[src/skt_ram.sv]
`default_nettype none
module skt_ram #(
  parameter int unsigned Width = 8,
  parameter int unsigned Depth = 16
) (
  input  wire logic                     clk_i,
  input  wire logic                     we_i,
  input  wire logic [$clog2(Depth)-1:0] waddr_i,
  input  wire logic [Width-1:0]         wdata_i,
  input  wire logic [$clog2(Depth)-1:0] raddr_i,
  output logic      [Width-1:0]         rdata_o
);
  logic [Width-1:0] mem [Depth];

  always_ff @(posedge clk_i) begin
    if (we_i) begin
      mem[waddr_i] <= wdata_i;
    end
    rdata_o <= mem[raddr_i];
  end
endmodule
`default_nettype wire

[config.mk]
export PLATFORM = sky130hd
export DESIGN_NAME = skt_ram
export DESIGN_NICKNAME = d
export VERILOG_FILES = /design/src/skt_ram.sv
export SDC_FILE = /design/constraint.sdc
export NUM_CORES = 1
export LEC_CHECK = 0
export ABC_AREA = 1
export BUFFER_PORTS_ARGS = -buffer_cell sky130_fd_sc_hd__buf_2
export CAP_MARGIN = 20
export CORE_MARGIN = 2
export CORE_UTILIZATION = 61
export DETAILED_ROUTE_END_ITERATION = 10
export PLACE_DENSITY = 0.75
export SETUP_SLACK_MARGIN = 0.15
export SLEW_MARGIN = 25
export SYNTH_ARGS = -nofsm -noshare
export SYNTH_HDL_FRONTEND = slang
export SYNTH_SLANG_ARGS = --single-unit
[constraint.sdc]
create_clock -name clk_i -period 1.5 [get_ports clk_i]
set_input_delay 0.3 -clock clk_i [delete_from_list [all_inputs] [get_ports clk_i]]
set_output_delay 0.3 -clock clk_i [all_outputs]
set_load 0.02 [all_outputs]
==> out/results.md, run 1 <==
| Result | This run | Unit |
| --- | --- | --- |
| Largest driver fanout on the critical path | 1 | - |
| Maximum achievable frequency | 0.7485 | GHz |
| Synthesized flop and latch total | 136 | - |
| Share of the core filled with cells | 72.88 | % |
| Overall die area | 0.01025 | mm^2 |
| Number of H-tree levels | 4 | - |
| Grt met2 use | 47.38 | % |
| Fraction of synthesis flops using an asynchronous set or reset pin | 0 | % |
| Post-Syn Area per Cell | 10.47 | um^2 |
| Depth of the worst register-to-register path | 6 | - |
| CTS tree | built | - |
| Maximum number of buffers from clock root to sink | 2 | - |
| Remaining design rule violation count | 0 | - |
| Worst VDD drop | 932.3 | uV |
| Largest net degree at the start of global routing | 51 | - |
| Post-layout instance count excluding filler cells | 722 | - |
| Critical path class | register to output pin | - |
| Worst setup SP type | register | - |
| Core Rows | 35 | - |
| Count of buffers inserted at the top-level ports | 25 | - |
| Core ar. | 0.009196 | mm^2 |
| Number of maximum-capacitance constraint violations | 0 | - |
| Vertical extent of the die | 101.2 | um |
| Met3 usage in global routing | 5.383 | % |
| Placed insts | 690 | - |
| Worst r2r dst | rdata_o[6] | - |
| Slowest stage cell, crit path | sky130_fd_sc_hd__dfxtp_1 | - |
| Clock latency on the worst-skew pair | 0.52 | ns |
| Hold Fails Final Rpt | 0 | - |
| Post-CTS Setup Inserts | 0 | - |
| FF-to-FF Start | mem[13][6] | - |
| Most common cell in the synthesized netlist | sky130_fd_sc_hd__nand2_1 | - |
| Synthesized net count | 569 | - |
| Clock Sink Count | 136 | - |
| Peak per-stage delay on the critical path | 0.36 | ns |
| Hold depth | 3 | - |
| Result of the run | complete, no violations | - |
| Sum of routed wire length over all layers | 13,060 | um |
| Flip-flop cell with the highest count after synthesis | sky130_fd_sc_hd__edfxtp_1 | - |
| Number of buffer and inverter instances along the worst setup path | 1 | - |
| Largest area contributor in the synthesized netlist | sky130_fd_sc_hd__edfxtp_1 | - |
| Global-route layer with the greatest usage | met2 | - |
| Yosys warning total | 0 | - |
| Global-route wire length before repair | 20,390 | um |
| Distinct cell type count of the synthesized netlist | 12 | - |
| Reported leakage power | 2.954 | nW |
| List of cells traversed by the critical path | buf_4 | - |
| Wire length per cell | 18.09 | um |
| Clock root buffer | sky130_fd_sc_hd__clkbuf_8 | - |
| Area of the mapped netlist | 0.005767 | mm^2 |
| Launch instance of the worst min-delay path | raddr_i[3] | - |
| Transition time at the pin with the least slew margin | 0.3952 | ns |
| Number of antenna violations at the first check in global routing | 0 | - |
| Number of enable flip-flop cells after synthesis | 128 | - |
| Aggregate negative setup slack | 0 | ns |
| Post_cts resized | 3 | - |
| Clock edge transition at the registers on the reported setup and hold paths | 0.06 | ns |
| Delay-heaviest family, CP | flip-flops | - |
| Worst setup margin | 0.1640 | ns |
| Ant diodes | 0 | - |
| Worst Setup Slack post-DPL | 0.1529 | ns |
| Synth top area cells | sky130_fd_sc_hd__edfxtp_1 67%, sky130_fd_sc_hd__nand2_1 11%, sky130_fd_sc_hd__nand3_1 8.4% | - |
| Signal arrival time at the worst endpoint | 1.04 | ns |
| Number of top-level pins | 26 | - |
| Via-per-instance ratio | 5.511 | - |
| Total clock buffers created by CTS | 17 | - |
| Hold worst-path end | rdata_o[5] | - |
| Kind of capture point of the worst setup path | output pin | - |
| Post-detailed-route count of antenna-violating nets | 0 | - |
| CTS hold repair buffers | 0 | - |
| Most frequent cells after synthesis | 173 x sky130_fd_sc_hd__nand2_1, 128 x sky130_fd_sc_hd__edfxtp_1, 100 x sky130_fd_sc_hd__inv_1 | - |
| Worst setup skew after layout | 0.006582 | ns |
| Unrepaired setup endpoints after global routing | false | - |
| Post-DP HPWL | 8139 | um |
| Layout overhead on the synthesized area | 16.23 | % |
| Via count | 3,979 | - |
| RePlAce Congestion | 0.8618 | - |
| Met1 Usage GRT | 35.38 | % |
| Max_slew headroom | 73.66 | % |
| Overall track demand over capacity in global routing | 27.67 | % |
| Final Slew Violations | 0 | - |
| Number of failing setup endpoints in the final timing report | 0 | - |
| Initial core utilization | 62.71 | % |
| Synth Instances | 551 | - |
| Sum of overflow across all layers after global routing | 0 | - |
| Period minus WS final | 1.336 | ns |
| Drt initial violations | 393 | - |
| Number of global-route vias before repair | 4,008 | - |
| Final net count | 616 | - |
| Share of the clock period used by the worst path after layout | 89.06 | % |
| Class of the worst hold path | input port to register | - |
| Sequential fraction of the synthesis area | 69.43 | % |
| Register-to-register setup slack | 0.47 | ns |
| Required arrival time at the worst endpoint | 1.20 | ns |
| DR pass1 iterations | 5 | - |
| Ratio of cells with drive above 1 in the final layout | 14.08 | % |
| X dimension of the die | 101.2 | um |
| Pwr per Cell Area | 1334 | mW/mm^2 |
| Area share of the largest cell type after synthesis | 66.65 | % |
how the worst max path moves through the flow:
stage,startpoint,end,slack [ns],cells after the start
6_report,rdata_o[4],rdata_o[4],0.16,1
5_1_grt,rdata_o[4],rdata_o[4],0.15,1
4_1_cts,rdata_o[0],rdata_o[0],0.15,1
3_5_place_dp,waddr_i[0],mem[0][5],0.15,5
3_3_place_gp,waddr_i[0],mem[0][5],0.16,5
2_1_floorplan,waddr_i[2],mem[10][0],0.25,2
cell usage in the layout, fill, tap and decap left out:
| cell type | n |
|---|---|
| sky130_fd_sc_hd__edfxtp_1 | 128 |
| sky130_fd_sc_hd__nor2_1 | 17 |
| sky130_fd_sc_hd__inv_1 | 100 |
| sky130_fd_sc_hd__inv_2 | 2 |
| sky130_fd_sc_hd__clkinv_4 | 2 |
| sky130_fd_sc_hd__inv_6 | 3 |
| sky130_fd_sc_hd__clkbuf_16 | 16 |
| sky130_fd_sc_hd__bufinv_16 | 3 |
| sky130_fd_sc_hd__dfxtp_2 | 1 |
| sky130_fd_sc_hd__nand3b_1 | 2 |
| sky130_fd_sc_hd__nand3_1 | 97 |
| sky130_fd_sc_hd__clkinvlp_4 | 3 |
| sky130_fd_sc_hd__clkbuf_8 | 1 |
| sky130_fd_sc_hd__clkinv_2 | 3 |
| sky130_fd_sc_hd__nand2_1 | 173 |
| sky130_fd_sc_hd__buf_2 | 22 |
| sky130_fd_sc_hd__clkinv_1 | 1 |
| sky130_fd_sc_hd__buf_4 | 27 |
| sky130_fd_sc_hd__buf_12 | 3 |
| sky130_fd_sc_hd__dfxtp_1 | 7 |
metal layers:
metal	wire [um]	vias up	share of wire [%]
li1	-	1870	-
met1	5108	1919	39
met2	6870	173	53
met3	916	17	7.0
met4	165	0	1.3
met5	0	-	0
through the flow:
step | power [mW] | area (um^2) | hold WS (ns)
floorplan | 4.679 | 5767 | 0.3989
global placement | 4.891 | 6105 | 0.6468
detailed placement | 4.907 | 6105 | 0.6384
CTS | 8.967 | 6701 | 0.1306
global route | 9.206 | 6703 | 0.1623
finish | 8.942 | 6703 | 0.1498
power breakdown:
part	switching (mW)	total (mW)	internal [mW]
logic	0.393	0.565	0.172
clock network	1.56	4.10	2.53
registers	0.0306	4.28	4.25
cell families (layout without fill, tap and decap cells):
kind of cell | count (synthesis) | after routing | share of synthesized area, %
flip-flops | 136 | 136 | 69.43
buffers and inverters | 126 | 186 | 9.525
AND/OR/NAND/NOR | 289 | 289 | 21.05
flip-flops by register name (all words and copies together), names as in the netlist:
| signal | cells |
|---|---|
| mem | 128 |
| rdata_o | 8 |
layout make-up:
cell class	count	area [um^2]
clock buffer	17	414.1
multi-input combinational	289	1214
timing repair buffer	52	372.9
tap	111	138.9
inverter	102	382.9
sequential	136	4005
clock inverter	15	175.2
fill	627	2494
Note: power is estimated with default switching activity, not from simulation.
==> inputs of run 2 (changes only) <==
--- a/config.mk
+++ b/config.mk
@@ -9,10 +9,11 @@
 export BUFFER_PORTS_ARGS = -buffer_cell sky130_fd_sc_hd__buf_2
 export CAP_MARGIN = 20
 export CORE_MARGIN = 2
-export CORE_UTILIZATION = 61
+export CORE_UTILIZATION = 55
 export DETAILED_ROUTE_END_ITERATION = 10
-export PLACE_DENSITY = 0.75
+export PLACE_DENSITY = 0.71
 export SETUP_SLACK_MARGIN = 0.15
+export SKIP_LAST_GASP = 1
 export SLEW_MARGIN = 25
 export SYNTH_ARGS = -nofsm -noshare
 export SYNTH_HDL_FRONTEND = slang
==> constraint.sdc (replaced) <==
create_clock -name clk_i -period 1.1 [get_ports clk_i]
set_input_delay 0.22 -clock clk_i [delete_from_list [all_inputs] [get_ports clk_i]]
set_output_delay 0.22 -clock clk_i [all_outputs]
set_load 0.02 [all_outputs]
==> run 2 against run 1 <==
Against the previous run:
- total power grew 35%
- the run now ends with negative setup slack left
- clock power grew 28%
- combinational power grew 69%
- cell area grew 6.7%
==> out/results.md, run 2 (synthesis gave the netlist of run 1 again) <==
| Result | This run | Unit | Change |
| --- | --- | --- | --- |
| Pwr Total | 12.04 | mW | +35% |
| Period minus WS final | 1.238 | ns |  |
| Depth of the worst register-to-register path | 6 | - | unchanged |
| Final Slew Violations | 0 | - | unchanged |
| Pwr per Cell Area | 1684 | mW/mm^2 | +26% |
| Overall die area | 0.01132 | mm^2 | +10% |
| # fillers | 697 | - | +11% |
| Worst setup margin | -0.1379 | ns | -0.3020 ns |
| Global-route wire length before repair | 20,460 | um | +0.34% |
| Clock root buffer | sky130_fd_sc_hd__clkbuf_8 | - |  |
| Number of failing setup endpoints in the final timing report | 8 | - | +8 |
| Transition time at the pin with the least slew margin | 0.4454 | ns | +0.05019 ns |
| WL met1 | 5380 | um | +5.3% |
| Highest signal layer in the routed design | met4 | - |  |
| Clock latency on the worst-skew pair | 0.52 | ns | about the same |
| Critical path class | register to output pin | - |  |
| Core ar. | 0.01023 | mm^2 | +11% |
| Total number of cells along the worst setup path | 1 | - | unchanged |
| Wire length on met3 | 991 | um | +8.2% |
| Post-layout instance count excluding filler cells | 740 | - | +2.5% |
| Number of buffer and inverter instances along the worst setup path | 1 | - | unchanged |
| Max_slew headroom | 70.27 | % | -3.4 points |
| Number of H-tree levels | 4 | - | unchanged |
| Post-DP HPWL | 7730 | um | -5.0% |
| Number of top-level pins | 26 | - | unchanged |
| List of cells traversed by the critical path | buf_6 | - |  |
| Largest driver fanout on the critical path | 1 | - | unchanged |
| Clock edge transition at the registers on the reported setup and hold paths | 0.06 | ns | about the same |
| Maximum achievable frequency | 0.8078 | GHz |  |
| Required arrival time at the worst endpoint | 0.88 | ns | -0.32 ns |
| Largest Register | mem | - |  |
| Drt initial violations | 319 | - | -19% |
| Highest-count cells in the layout ignoring fill and taps | 165 x sky130_fd_sc_hd__nand2_1, 128 x sky130_fd_sc_hd__edfxtp_1, 97 x sky130_fd_sc_hd__inv_1 | - |  |
| Worst VDD drop | 1081 | uV | +16% |
| X dimension of the die | 106.4 | um | +5.1% |
| Hold slack final | 0.04419 | ns | -0.1056 ns |
| Via-per-instance ratio | 5.327 | - | -3.3% |
| Sum of overflow across all layers after global routing | 0 | - | unchanged |
| Delay-heaviest family, CP | flip-flops | - |  |
| Area occupied by multi-input gates | 0.001622 | mm^2 | +34% |
| Most frequent standard cell in the layout excluding fill and tap cells | sky130_fd_sc_hd__nand2_1 | - |  |
| Slowest stage cell, crit path | sky130_fd_sc_hd__dfxtp_2 | - |  |
| Layout overhead on the synthesized area | 24.02 | % |  |
| Kind of capture point of the worst setup path | output pin | - |  |
| Top flop regs | mem x128, rdata_o x8 | - |  |
| Max FFs per register | 128 | - | unchanged |
| Post-CTS Setup Inserts | 0 | - | unchanged |
| CTS tree | built | - |  |
| Instance area after placement | 0.006241 | mm^2 | +2.2% |
| Total clock buffers created by CTS | 17 | - | unchanged |
| Cell area after layout | 0.007152 | mm^2 | +6.7% |
| Largest net degree at the start of global routing | 65 | - | +27% |
| Final net count | 609 | - | -1.1% |
| Wire length per cell | 17.64 | um | -2.5% |
| Overall track demand over capacity in global routing | 24.66 | % | -3.0 points |
| Hold depth | 3 | - | unchanged |
| Hold Fails Final Rpt | 0 | - | unchanged |
| Vertical extent of the die | 106.4 | um | +5.1% |
| Clock Sink Count | 136 | - | unchanged |
| RePlAce Congestion | 0.8351 | - | -3.1% |
| Met2 wire len | 6254 | um | -9.0% |
| Via count | 3,942 | - | -0.93% |
| Worst setup skew after layout | 0.003642 | ns | -0.002939 ns |
| Worst setup SP type | register | - |  |
| Storage cell area | 0.004014 | mm^2 | +0.22% |
| Post-detailed-route count of antenna-violating nets | 0 | - | unchanged |
| DR pass1 iterations | 5 | - | unchanged |
| Initial core utilization | 56.37 | % | -6.3 points |
| Core Rows | 37 | - | +5.7% |
| Maximum number of buffers from clock root to sink | 2 | - | unchanged |
| Class of the worst hold path | input port to register | - |  |
| Result of the run | complete, but fails checks | - |  |
| Number of global-route vias before repair | 3,853 | - | -3.9% |
| Placed insts | 708 | - | +2.6% |
| Peak per-stage delay on the critical path | 0.37 | ns | about the same |
| Sum of routed wire length over all layers | 13,050 | um | about the same |
| Unrepaired setup endpoints after global routing | true | - |  |
| Share of the clock period used by the worst path after layout | 112.5 | % |  |
| Number of antenna violations at the first check in global routing | 0 | - | unchanged |
| Remaining design rule violation count | 0 | - | unchanged |
| Ratio of cells with drive above 1 in the final layout | 28.48 | % | +14 points |
| Signal arrival time at the worst endpoint | 1.02 | ns | -0.02 ns |
| Violations in the final reports | negative setup slack | - |  |
| Ant diodes | 0 | - | unchanged |
| Worst Setup Slack post-DPL | -0.2024 | ns | -0.3553 ns |
| Number of maximum-capacitance constraint violations | 0 | - | unchanged |
| Reported leakage power | 3.056 | nW | +3.4% |
| Count of buffers inserted at the top-level ports | 25 | - | unchanged |
## run 2: cell count changes in the layout (fill, tap and decap cells not counted), moves of 9 or more
cell and change:
sky130_fd_sc_hd__buf_4 -14, sky130_fd_sc_hd__nand3_1 -59, sky130_fd_sc_hd__nand3_2 +59, sky130_fd_sc_hd__nor2_1 -17
sky130_fd_sc_hd__nor2_4 +9
## run 2: final timing paths
path | start | to | slack [ns]
setup reg to reg | mem[7][5] | rdata_o[5] | 0.14
setup / recovery | rdata_o[5] | rdata_o[5] | -0.14
hold reg to reg | mem[8][7] | rdata_o[7] | 0.69
hold / removal | raddr_i[3] | rdata_o[6] | 0.04
## run 2: routing by layer
| metal | vias up | GRT usage, % |
|---|---|---|
| li1 | 1853 | - |
| met1 | 1882 | 33.18 |
| met2 | 179 | 38.05 |
| met3 | 28 | 5.518 |
| met4 | 0 | 12.31 |
| met5 | - | 0 |
## run 2: power by group
group / leakage, nW / internal [mW] / total (mW) / switching [mW]
logic: 1.57 / 0.326 / 0.954 / 0.628
registers: 1.22 / 5.80 / 5.85 / 0.0470
clock network: 0.264 / 3.18 / 5.24 / 2.06
total: 3.06 / 9.30 / 12.0 / 2.74
## run 2: area by class of cell
class	instances	share of cell area [%]
inverter	102	5.353
tap	136	2.379
clock inverter	15	1.907
multi-input combinational	289	22.67
sequential	136	56.12
clock buffer	17	5.791
timing repair buffer	45	5.773
## run 2: through the flow
stage	utilization, %	TNS, ns
3_3_place_gp	61.00	-14.26
5_1_grt	69.90	-0.8974
6_report	69.90	-0.7447
4_1_cts	68.26	-0.8673
2_1_floorplan	-	0
3_5_place_dp	61.00	-17.87
## run 2: worst min-delay path: cells and delay by family
family	cells	cell delay, ns
buffers and inverters	1	0.17
AND/OR/NAND/NOR	2	0.14
## run 2: timing repair
action | 4_1_cts | 5_1_grt
pin swaps | 12 | 25
endpoints found under the hold margin | 0 | 0
setup endpoints to repair | 15 | 16
hold buffers | 0 | 0
resized for setup | 52 | 36
